[src/rtl/ustar_pkg.sv]
// ----------------------------------------------------------------------------
// ustar_pkg
// shared constants, codes and the result record of the ustar header scanner
// ----------------------------------------------------------------------------
package ustar_pkg;

	localparam int BLOCK_INDEX_BITS_DEF = 32;

	localparam int POS_W        = 9;
	localparam int SIZE_W       = 33;
	localparam int SKIP_W       = 24;
	localparam int TYPE_W       = 8;
	localparam int DATA_BLOCK_W = 32;
	localparam int KIND_W       = 2;
	localparam int MAGIC_LEN    = 5;
	localparam int MAGIC_IDX_W  = 3;

	localparam logic [POS_W-1:0] POS_FIRST       = 9'd0;
	localparam logic [POS_W-1:0] POS_SIZE_FIRST  = 9'd124;
	localparam logic [POS_W-1:0] POS_SIZE_LAST   = 9'd134;
	localparam logic [POS_W-1:0] POS_TYPE        = 9'd156;
	localparam logic [POS_W-1:0] POS_MAGIC_FIRST = 9'd257;
	localparam logic [POS_W-1:0] POS_MAGIC_LAST  = 9'd261;
	localparam logic [POS_W-1:0] POS_LAST        = 9'd511;
	localparam int               BLOCK_SHIFT     = 9;

	localparam logic [1:0] PHASE_HEADER = 2'd0;
	localparam logic [1:0] PHASE_DATA   = 2'd1;
	localparam logic [1:0] PHASE_STOP   = 2'd2;

	localparam logic [KIND_W-1:0] KIND_FILE      = 2'd0;
	localparam logic [KIND_W-1:0] KIND_END       = 2'd1;
	localparam logic [KIND_W-1:0] KIND_BAD_MAGIC = 2'd2;
	localparam logic [KIND_W-1:0] KIND_BAD_DIGIT = 2'd3;

	localparam logic [7:0] CHAR_ZERO = 8'h30;
	localparam logic [7:0] MAX_OCTAL = 8'd7;

	localparam logic [7:0] MAGIC_TEXT [MAGIC_LEN] = '{8'h75, 8'h73, 8'h74, 8'h61, 8'h72};

	typedef struct packed {
		logic [KIND_W-1:0]       kind;
		logic [SIZE_W-1:0]       file_size;
		logic [TYPE_W-1:0]       type_flag;
		logic [DATA_BLOCK_W-1:0] data_block;
	} ustar_result_t;

endpackage

[src/rtl/ustar_scan_core.sv]
// ----------------------------------------------------------------------------
// ustar_scan_core
// per-byte scan state: block position, phase, size digits, type, magic and
// data block skip; forms the header result at the last byte of a header
// ----------------------------------------------------------------------------
module ustar_scan_core
	import ustar_pkg::*;
#(
	parameter int BLOCK_INDEX_BITS = BLOCK_INDEX_BITS_DEF
) (
	input  logic          clk,
	input  logic          arst_n,
	input  logic          advance,
	input  logic [7:0]    data_byte,
	input  logic          restart,
	output logic          emit,
	output ustar_result_t result
);

	logic [POS_W-1:0]            pos_q, pos_e, pos_n;
	logic [1:0]                  phase_q, phase_e, phase_n;
	logic [SIZE_W-1:0]           size_q, size_e, size_n, size_m1;
	logic [TYPE_W-1:0]           type_q, type_e, type_n;
	logic                        magic_ok_q, magic_ok_e, magic_ok_n;
	logic                        first_q, first_e, first_n;
	logic                        lead_zero_q, lead_zero_e, lead_zero_n;
	logic                        digit_err_q, digit_err_e, digit_err_n;
	logic [SKIP_W-1:0]           skip_q, skip_e, skip_n;
	logic [BLOCK_INDEX_BITS-1:0] idx_q, idx_e, idx_n, idx_inc;
	logic [7:0]                  digit;
	logic [POS_W-1:0]            magic_off;
	logic                        last;

	always_comb begin
		pos_e       = restart ? '0 : pos_q;
		phase_e     = restart ? PHASE_HEADER : phase_q;
		size_e      = restart ? '0 : size_q;
		type_e      = restart ? '0 : type_q;
		magic_ok_e  = restart ? 1'b1 : magic_ok_q;
		first_e     = restart ? 1'b1 : first_q;
		lead_zero_e = restart ? 1'b0 : lead_zero_q;
		digit_err_e = restart ? 1'b0 : digit_err_q;
		skip_e      = restart ? '0 : skip_q;
		idx_e       = restart ? '0 : idx_q;

		pos_n       = pos_e;
		phase_n     = phase_e;
		size_n      = size_e;
		type_n      = type_e;
		magic_ok_n  = magic_ok_e;
		first_n     = first_e;
		lead_zero_n = lead_zero_e;
		digit_err_n = digit_err_e;
		skip_n      = skip_e;
		idx_n       = idx_e;

		last      = (pos_e == POS_LAST);
		digit     = data_byte - CHAR_ZERO;
		magic_off = pos_e - POS_MAGIC_FIRST;
		idx_inc   = idx_e + BLOCK_INDEX_BITS'(1);
		size_m1   = size_e - SIZE_W'(1);

		emit              = 1'b0;
		result.kind       = KIND_FILE;
		result.file_size  = '0;
		result.type_flag  = type_e;
		result.data_block = DATA_BLOCK_W'(idx_e);

		if (phase_e == PHASE_HEADER) begin
			if (pos_e == POS_FIRST) begin
				lead_zero_n = (data_byte == 8'd0);
			end
			if (pos_e >= POS_SIZE_FIRST && pos_e <= POS_SIZE_LAST) begin
				if (digit > MAX_OCTAL) begin
					digit_err_n = 1'b1;
				end
				size_n = {size_e[SIZE_W-4:0], digit[2:0]};
			end
			if (pos_e == POS_TYPE) begin
				type_n = data_byte;
			end
			if (first_e && pos_e >= POS_MAGIC_FIRST && pos_e <= POS_MAGIC_LAST) begin
				if (data_byte != MAGIC_TEXT[magic_off[MAGIC_IDX_W-1:0]]) begin
					magic_ok_n = 1'b0;
				end
			end
			if (last) begin
				emit = 1'b1;
				if (first_e && !magic_ok_e) begin
					result.kind = KIND_BAD_MAGIC;
					phase_n     = PHASE_STOP;
				end else if (lead_zero_e) begin
					result.kind = KIND_END;
					phase_n     = PHASE_STOP;
				end else if (digit_err_e) begin
					result.kind = KIND_BAD_DIGIT;
					phase_n     = PHASE_STOP;
				end else begin
					result.kind       = KIND_FILE;
					result.file_size  = size_e;
					result.data_block = DATA_BLOCK_W'(idx_inc);
					if (size_e == '0) begin
						skip_n = '0;
					end else begin
						skip_n  = size_m1[SIZE_W-1:BLOCK_SHIFT];
						phase_n = PHASE_DATA;
					end
				end
				first_n     = 1'b0;
				size_n      = '0;
				digit_err_n = 1'b0;
				lead_zero_n = 1'b0;
			end
		end else if (phase_e == PHASE_DATA && last) begin
			if (skip_e == '0) begin
				phase_n = PHASE_HEADER;
			end else begin
				skip_n = skip_e - SKIP_W'(1);
			end
		end

		if (phase_e == PHASE_HEADER || phase_e == PHASE_DATA) begin
			if (last) begin
				pos_n = '0;
				idx_n = idx_inc;
			end else begin
				pos_n = pos_e + POS_W'(1);
			end
		end
	end

	always_ff @(posedge clk or negedge arst_n) begin
		if (!arst_n) begin
			pos_q       <= '0;
			phase_q     <= PHASE_HEADER;
			size_q      <= '0;
			type_q      <= '0;
			magic_ok_q  <= 1'b1;
			first_q     <= 1'b1;
			lead_zero_q <= 1'b0;
			digit_err_q <= 1'b0;
			skip_q      <= '0;
			idx_q       <= '0;
		end else if (advance) begin
			pos_q       <= pos_n;
			phase_q     <= phase_n;
			size_q      <= size_n;
			type_q      <= type_n;
			magic_ok_q  <= magic_ok_n;
			first_q     <= first_n;
			lead_zero_q <= lead_zero_n;
			digit_err_q <= digit_err_n;
			skip_q      <= skip_n;
			idx_q       <= idx_n;
		end
	end

endmodule

[src/rtl/ustar_archive_header_scanner_unit.sv]
// ----------------------------------------------------------------------------
// ustar_archive_header_scanner_unit
// streaming scanner of ustar archive headers, one archive byte per beat
// ----------------------------------------------------------------------------
// the slave channel takes the archive image one byte per beat; tuser bit 0
// marks the first byte of a new archive and restarts the scan
// the master channel gives one beat per header block, at its last byte:
// a file entry (size, type flag, first data block), end of archive,
// bad magic in the first header, or a non-octal size digit
// after a file entry the data blocks are skipped; after the three other
// kinds the scan stays stopped and ignores bytes until a restart beat
// each byte is held in an input register, then decoded into the result register
// throughput: one byte per cycle while no result waits on a stalled receiver,
// set by the state update between the input register and the result register
// when the receiver stalls, bytes that make no result keep flowing; a byte
// that would make a result waits in the input register until the result
// register is free
// reset clears the scan to the start of an archive and empties both registers
// ----------------------------------------------------------------------------
module ustar_archive_header_scanner_unit
	import ustar_pkg::*;
#(
	parameter int BLOCK_INDEX_BITS = BLOCK_INDEX_BITS_DEF
) (
	input  logic        clk,
	input  logic        arst_n,
	input  logic        s_axis_tvalid,
	output logic        s_axis_tready,
	input  logic [7:0]  s_axis_tdata,   // data_byte
	input  logic [0:0]  s_axis_tuser,   // restart
	output logic        m_axis_tvalid,
	input  logic        m_axis_tready,
	output logic [79:0] m_axis_tdata,   // file_size, type_flag, data_block, zero pad
	output logic [1:0]  m_axis_tuser    // kind
);

	logic          valid_s1;
	logic [7:0]    byte_s1;
	logic          restart_s1;
	logic          out_valid_q;
	ustar_result_t out_res_q;
	logic          emit;
	ustar_result_t result;
	logic          advance;

	ustar_scan_core #(
		.BLOCK_INDEX_BITS(BLOCK_INDEX_BITS)
	) u_core (
		.clk       (clk),
		.arst_n    (arst_n),
		.advance   (advance),
		.data_byte (byte_s1),
		.restart   (restart_s1),
		.emit      (emit),
		.result    (result)
	);

	assign advance       = valid_s1 && (!emit || !out_valid_q || m_axis_tready);
	assign s_axis_tready = !valid_s1 || advance;

	always_ff @(posedge clk or negedge arst_n) begin
		if (!arst_n) begin
			valid_s1 <= 1'b0;
		end else if (s_axis_tready) begin
			valid_s1 <= s_axis_tvalid;
		end
	end

	always_ff @(posedge clk) begin
		if (s_axis_tready && s_axis_tvalid) begin
			byte_s1    <= s_axis_tdata;
			restart_s1 <= s_axis_tuser[0];
		end
	end

	always_ff @(posedge clk or negedge arst_n) begin
		if (!arst_n) begin
			out_valid_q <= 1'b0;
		end else if (advance && emit) begin
			out_valid_q <= 1'b1;
		end else if (m_axis_tready) begin
			out_valid_q <= 1'b0;
		end
	end

	always_ff @(posedge clk) begin
		if (advance && emit) begin
			out_res_q <= result;
		end
	end

	assign m_axis_tvalid = out_valid_q;
	assign m_axis_tuser  = out_res_q.kind;
	assign m_axis_tdata  = {7'd0, out_res_q.data_block, out_res_q.type_flag,
		out_res_q.file_size};

endmodule

[config.mk]
export PLATFORM = sky130hd
export DESIGN_NAME = ustar_archive_header_scanner_unit
export DESIGN_NICKNAME = d
export VERILOG_FILES = /design/src/rtl/ustar_pkg.sv /design/src/rtl/ustar_scan_core.sv /design/src/rtl/ustar_archive_header_scanner_unit.sv
export SDC_FILE = /design/constraint.sdc
export NUM_CORES = 1
export LEC_CHECK = 0
export ABC_AREA = 1
export BUFFER_PORTS_ARGS = -buffer_cell sky130_fd_sc_hd__clkbuf_2
export CORE_UTILIZATION = 55
export CTS_CLUSTER_DIAMETER = 120
export DETAILED_ROUTE_END_ITERATION = 16
export PLACE_DENSITY = 0.74
export SYNTH_ARGS = -nofsm -noshare
export SYNTH_HDL_FRONTEND = slang
export SYNTH_SLANG_ARGS = --single-unit
[constraint.sdc]
create_clock -name clk -period 12.2 [get_ports clk]
set_input_delay 0 -clock clk [delete_from_list [all_inputs] [get_ports clk]]
set_output_delay 0 -clock clk [all_outputs]
set_load 0.05 [all_outputs]
# Yosys cells after proc, flatten, opt, wreduce, memory -nomap -nowiden
# Memory sizes are Yosys's and may differ from the RTL's.
# Cells that the tools add are included.
[totals]
ff_bits = 198
rom_bits = 64
elab_cells = 125
memories = 1
[memory_table]
columns = ["memory", "words", "word_bits", "read_ports", "rd_clocked_by_memory_dff", "write_ports", "line", "source"]
rows = [
  ["(no name shown)", 8, 8, 1, 0, 0, "ustar_scan_core.sv:83", "if (data_byte != MAGIC_TEXT[magic_off[MAGIC_IDX_W-1:0]]) begin"],
]
[classes]
addsub = 6
n_lt_le_gt_ge = 6
n_eq_ne = 4
n_mux = 61
n_bitwise = 3
n_reduce_logical = 25
[ops]
columns = ["operator", "count"]
rows = [
  ["$mux 32", 8],
  ["$mux 24", 9],
  ["$mux 33", 4],
  ["$mux 8", 5],
  ["$logic_not 33->1", 1],
  ["$sub 33x1->33 const B", 1],
  ["$add 32x1->32 const B", 1],
  ["$mux 9", 3],
  ["$logic_not 24->1", 1],
  ["$mux 2", 12],
  ["$sub 24x1->24 const B", 1],
  ["$mux 1", 20],
  ["$add 9x1->9 const B", 1],
  ["$eq 9x8->1 const B", 1],
  ["$eq 9x9->1 const B", 1],
  ["$ge 9x7->1 const B", 1],
  ["$ge 9x9->1 const B", 1],
  ["$le 9x8->1 const B", 1],
  ["$le 9x9->1 const B", 1],
  ["$logic_not 9->1", 1],
  ["$gt 8x3->1 const B", 1],
  ["$logic_and 1x1->1", 8],
  ["$logic_not 8->1", 1],
  ["$ne 8x8->1", 1],
  ["other kinds (13)", 20],
]

# Depth between registers and ports, before layout
[logic_depth]
ltp_word = 10
depth_mapped = 22

# Hierarchy
# A second synthesis with hierarchy kept.
[unflattened]
cells_unflattened = 1615
area_unflattened_um2 = 12204.2
[modules_own_cells]
columns = ["mod", "n_inst", "cells_each", "area_per_inst_um2", "seq_area_each_um2"]
rows = [
  ["ustar_scan_core", 1, 1509, 9517.9, 2805.2],
  ["ustar_archive_header_scanner_unit", 1, 106, 2686.3, 2572.5],
]

# Worst setup path before layout
# Ideal clock, no wire load.
[synth_timing]
kind = "reg2reg"
from = "register restart_s1"
to = "register out_res_q, in the netlist m_axis_tdata[0] (enable)"
setup_time_ns = 0.429
arrival_time_ns = 3.824
required_ns = 11.771
path_slack_ns = 7.946
path_stages_with_launch = 17
n_path_buf = 4
period_less_slack_ns = 4.254
cell_sequence = "edfxtp_1 > buf_6 > buf_6 > buf_2 > nor2_1 > ha_1 > nand4_1 > nor3_1 > ha_1 > inv_1 > nor2_2 > nand3_1 > nand2_1 > inv_2 > clkbuf_1 > nand2_1 > inv_1"
[synth_between]
elab_chain_cells = 9
word_cells_on_any_way = 11
classes_between = "1 x eq/ne; 4 x mux; 6 x reduce/logical"
[synth_lines]
columns = ["item", "line", "source"]
rows = [
  ["start: declaration", "ustar_archive_header_scanner_unit.sv:39", "logic restart_s1;"],
  ["start signal: assignment", "ustar_archive_header_scanner_unit.sv:72", "restart_s1 <= s_axis_tuser[0];"],
  ["$mux 9", "ustar_scan_core.sv:35", "pos_e = restart ? '0 : pos_q;"],
  ["$eq 9x9->1", "ustar_scan_core.sv:57", "last = (pos_e == POS_LAST);"],
  ["$mux 1", "ustar_scan_core.sv:87", "if (last) begin"],
  ["$mux 1 *", "ustar_scan_core.sv:69", "if (phase_e == PHASE_HEADER) begin"],
  ["$logic_not 1->1", "ustar_archive_header_scanner_unit.sv:58", "assign advance = valid_s1 && (!emit || !out_valid_q || m_axis_tready);"],
  ["$logic_or 1x1->1 (2 in series)", "ustar_archive_header_scanner_unit.sv:58", ""],
  ["$logic_and 1x1->1", "ustar_archive_header_scanner_unit.sv:58", ""],
  ["$logic_and 1x1->1 *", "ustar_archive_header_scanner_unit.sv:87", "if (advance && emit) begin"],
  ["end signal: assignment", "ustar_archive_header_scanner_unit.sv:88", "out_res_q <= result;"],
  ["end: declaration", "ustar_archive_header_scanner_unit.sv:41", "ustar_result_t out_res_q;"],
]
# Mark *: on every way between the ends. The rest lies on a longest branch, timed or not.
# A chain may end at the register's enable or synchronous reset.

# Final worst setup path
[layout_timing]
from = "register restart_s1"
to = "register out_res_q, in the netlist m_axis_tdata[3] (enable)"
# Same word-level chain as after synthesis.

==> impl_metrics.yaml <==
power_and_ir_drop:
  powerDensity_nw_per_um2: 113
  total_power_mw: 1.54
  irDropWorstVdd_v: 0.0000794
  leakage_nw: 6.30
cells_and_area:
  layout_commonest_cell: "nand2_1"
  final_cell_mix: "385 x nand2_1, 314 x nor2_1, 166 x inv_1"
  layout.cells.non_filler: 2040
  fin_util_pct: 61.8
  area_growth_pct: 8.88
  n_antenna_cell: 0
  nets: 1770
  layout-drive-gt1-share_pct: 13.4
synth:
  synthCells: 1685
  avgSynthCellArea_sq_um: 7.44
  synth_top_family_by_area: "simple AND/OR/NAND/NOR gates"
  synth-compound-area-share_pct: 11.3
  syn_area_sq_um: 12500
  synth.distinct_cells: 53
  yosys_warnings: 0
  synth_xor_area_share_pct: 3.77
  ys_ff_latch: 198
  yosysSeqAreaShare_pct: 42.9
  synth_mux_area_share_pct: 0
  synthSimpleGateAreaFrac_pct: 32.1
  synth_fa_ha_area_share_pct: 0.997
timing:
  setup_viol: 0
  drv_slew: 0
  skew_ns: 0.00929
  fin_tns_setup_ns: 0
  min_period_ns: 5.43
  worst_pin_slew_ns: 0.943
  finalHoldViolCount: 0
  fin_ws_ns: 6.77
  maxSlewHeadroom_pct: 37.1
  timing.fmax_mhz: 184
  rsz0062_at_grt: "false"
  timing.final.crit_share_pct: 44.5
route:
  initialDrtViolationCount: 983
  wl_per_cell_um: 16.3
  via_per_inst: 5.60
  wl_mm: 33.2
  vias: 11400
  route.detailed.drc: 0
  drtAntennaViolNets: 0
  first_pass_iters: 8
global_routing:
  grt_max_degree: 107
  grt-ovfl-total: 0
  grt_pass1_wl_mm: 54.3
  antenna_found_initial: 0
  grt_pass1_vias: 10500
  grt_use_total_pct: 29.1
job:
  cap_violations: 0
clock_network:
  cts.sinks: 198
  cts_max_level: 4
  clk_path_buf_depth: 2
  post-cts-setup-buffers: 0
  root_buffer: "clkbuf_16"
  cts_resized: 0
  hold_buffers: 12
  cts_tree: "yes"
  clock_latency_ns: 0.44
  path_clk_slew_ns: 0.07
  cts_buffers: 17
floorplan:
  die_y_um: 153
  design.core.area_sq_um: 22100
  die-area_sq_um: 23400
  start_util_pct: 56.8
  die-width_um: 153
  rows: 54
  ios: 97
critical_path:
  critPathMaxFanout: 106
  crit_path_end_kind: "flop"
  crit_path_max_incr_delay_ns: 0.62
  worstSetupPathType: "flop to flop"
  crit_path_start_kind: "flop"
  crit_required_ns: 12.32
  cp_top_family: "buffers and inverters"
  path_buf_inv: 7
  cp.arrival_ns: 5.55
  path_cells: "buf_4 -> inv_8 -> nand2_2 -> inv_1 -> ha_1 -> nand4_1 -> nor3_1 -> ha_1 -> inv_1 -> nor2_2 -> nand3_1 -> nand2_1 -> clkinv_2 -> nand2_1 -> clkinv_2 -> buf_4"
  cpMaxStageDelayCell: "inv_8"
placed_design:
  placed_cells: 1996
  dpl_worst_slack_ns: 6.87
  hpwl_mm: 22.7
  port_buffers: 89
  gp_congestion: 0.973
outcome:
  status: "complete, no violations"
min_path:
  hp-class: "input port to async pin"
[flip-flops by register name, summed over array words and instances (netlist names), 2 cells and up]
| name | cells |
|---|---|
| byte_s1 | 8 |
| m_axis_tdata | 73 |
| m_axis_tuser | 2 |
| u_core.idx_q | 32 |
| u_core.phase_q | 2 |
| u_core.pos_q | 9 |
| u_core.size_q | 33 |
| u_core.skip_q | 24 |
| u_core.type_q | 8 |
[through the flow]
| step | hold WS, ns | instance area, sq um |
|---|---|---|
| after detailed placement | 0.0552 | 13000 |
| after CTS | 0.138 | 13700 |
| after floorplan | -0.296 | 12600 |
| after global placement | 0.0575 | 13000 |
| final | 0.117 | 13700 |
| after global routing | 0.165 | 13700 |
[worst register-to-register path: stages (launching register included)]
cell and delay, ns:
edfxtp_1 0.36, buf_4 0.33, inv_8 0.69, nand2_2 0.23, inv_1 0.16, ha_1 0.19, nand4_1 0.16, nor3_1 0.19
ha_1 0.30, inv_1 0.11, nor2_2 0.24, nand3_1 0.13, nand2_1 0.12, clkinv_2 0.51, nand2_1 0.34, clkinv_2 0.49
buf_4 0.52
[cells by family (layout without fill, tap and decap cells)]
group / count (synthesis) / after routing
AND/OR/NAND/NOR: 922 / 922
buffers and inverters: 251 / 320
AO/OA/AOI/OAI: 249 / 249
flip-flops: 198 / 198
XOR/XNOR: 54 / 54
adder cells (fa/ha/maj): 10 / 10
other: 1 / 7
[layout make-up]
class,count,area [sq um]
clock inverter,13,119
multi-input combinational,1242,6060
fill,2000,8440
tap,280,350
timing repair buffer,110,636
inverter,178,678
sequential,198,5380
clock buffer,19,433
[synth_stat cells (all sizes together)]
master	instances	area [sq um]
o221ai	1	8.76
dfstp	2	52.6
o21a	1	7.51
xnor2	21	184
a22o	1	8.76
a21oi	62	310
inv	176	668
dfrtp	112	2800
buf	48	355
nand2	416	1670
edfxtp	84	2520
nand3	91	488
conb	1	3.75
o311ai	1	8.76
clkinv	2	7.51
nor2	348	1430
a41oi	2	17.5
and2	1	6.26
nor3	22	135
a22oi	4	30.0
nand4	27	181
or2	7	43.8
nor3b	1	7.51
a31oi	5	31.3
o21ba	2	20.0
a32o	1	10.0
o211ai	21	158
xor2	33	289
clkbuf	25	93.8
o21bai	2	15.0
ha	10	125
o32ai	2	17.5
o21ai	135	709
nand3b	4	30.0
nor4	5	31.3
o22ai	7	43.8
a21boi	2	15.0
[report_power, final]
part / internal, mW / switching [mW] / total (mW)
combinational: 0.0771 / 0.180 / 0.257
sequential: 0.717 / 0.0268 / 0.744
clock: 0.269 / 0.274 / 0.543
total: 1.06 / 0.481 / 1.54
[metal layers]
layer  up-vias  track usage (%)  wire [um]
met5         -                0          0
met4         0             12.2       1160
met3        90             4.14       1970
met2       447             48.7      15800
met1      5330             37.9      14300
li1       5557                -          -
[path summary, 6_finish.rpt]
path                                         startpoint                             to  slack (ns)  depth (start not counted)
max                                restart_s1$_DFFE_PP_  m_axis_tdata[3]$_SDFFCE_PP0P_        6.77                         16
min                                              arst_n   u_core.type_q[3]$_DFFE_PN0P_        0.12                          2
max reg2reg                        restart_s1$_DFFE_PP_  m_axis_tdata[3]$_SDFFCE_PP0P_        6.77                         16
min reg2reg                u_core.idx_q[24]$_DFFE_PN0P_   u_core.idx_q[24]$_DFFE_PN0P_        0.49                          2
max in group asynchronous                        arst_n  u_core.skip_q[14]$_DFFE_PN0P_       10.70                          3
min in group clk                        s_axis_tdata[4]           byte_s1[4]$_DFFE_PP_        0.27                          2
No activity file was read; power rests on OpenSTA's default activity.
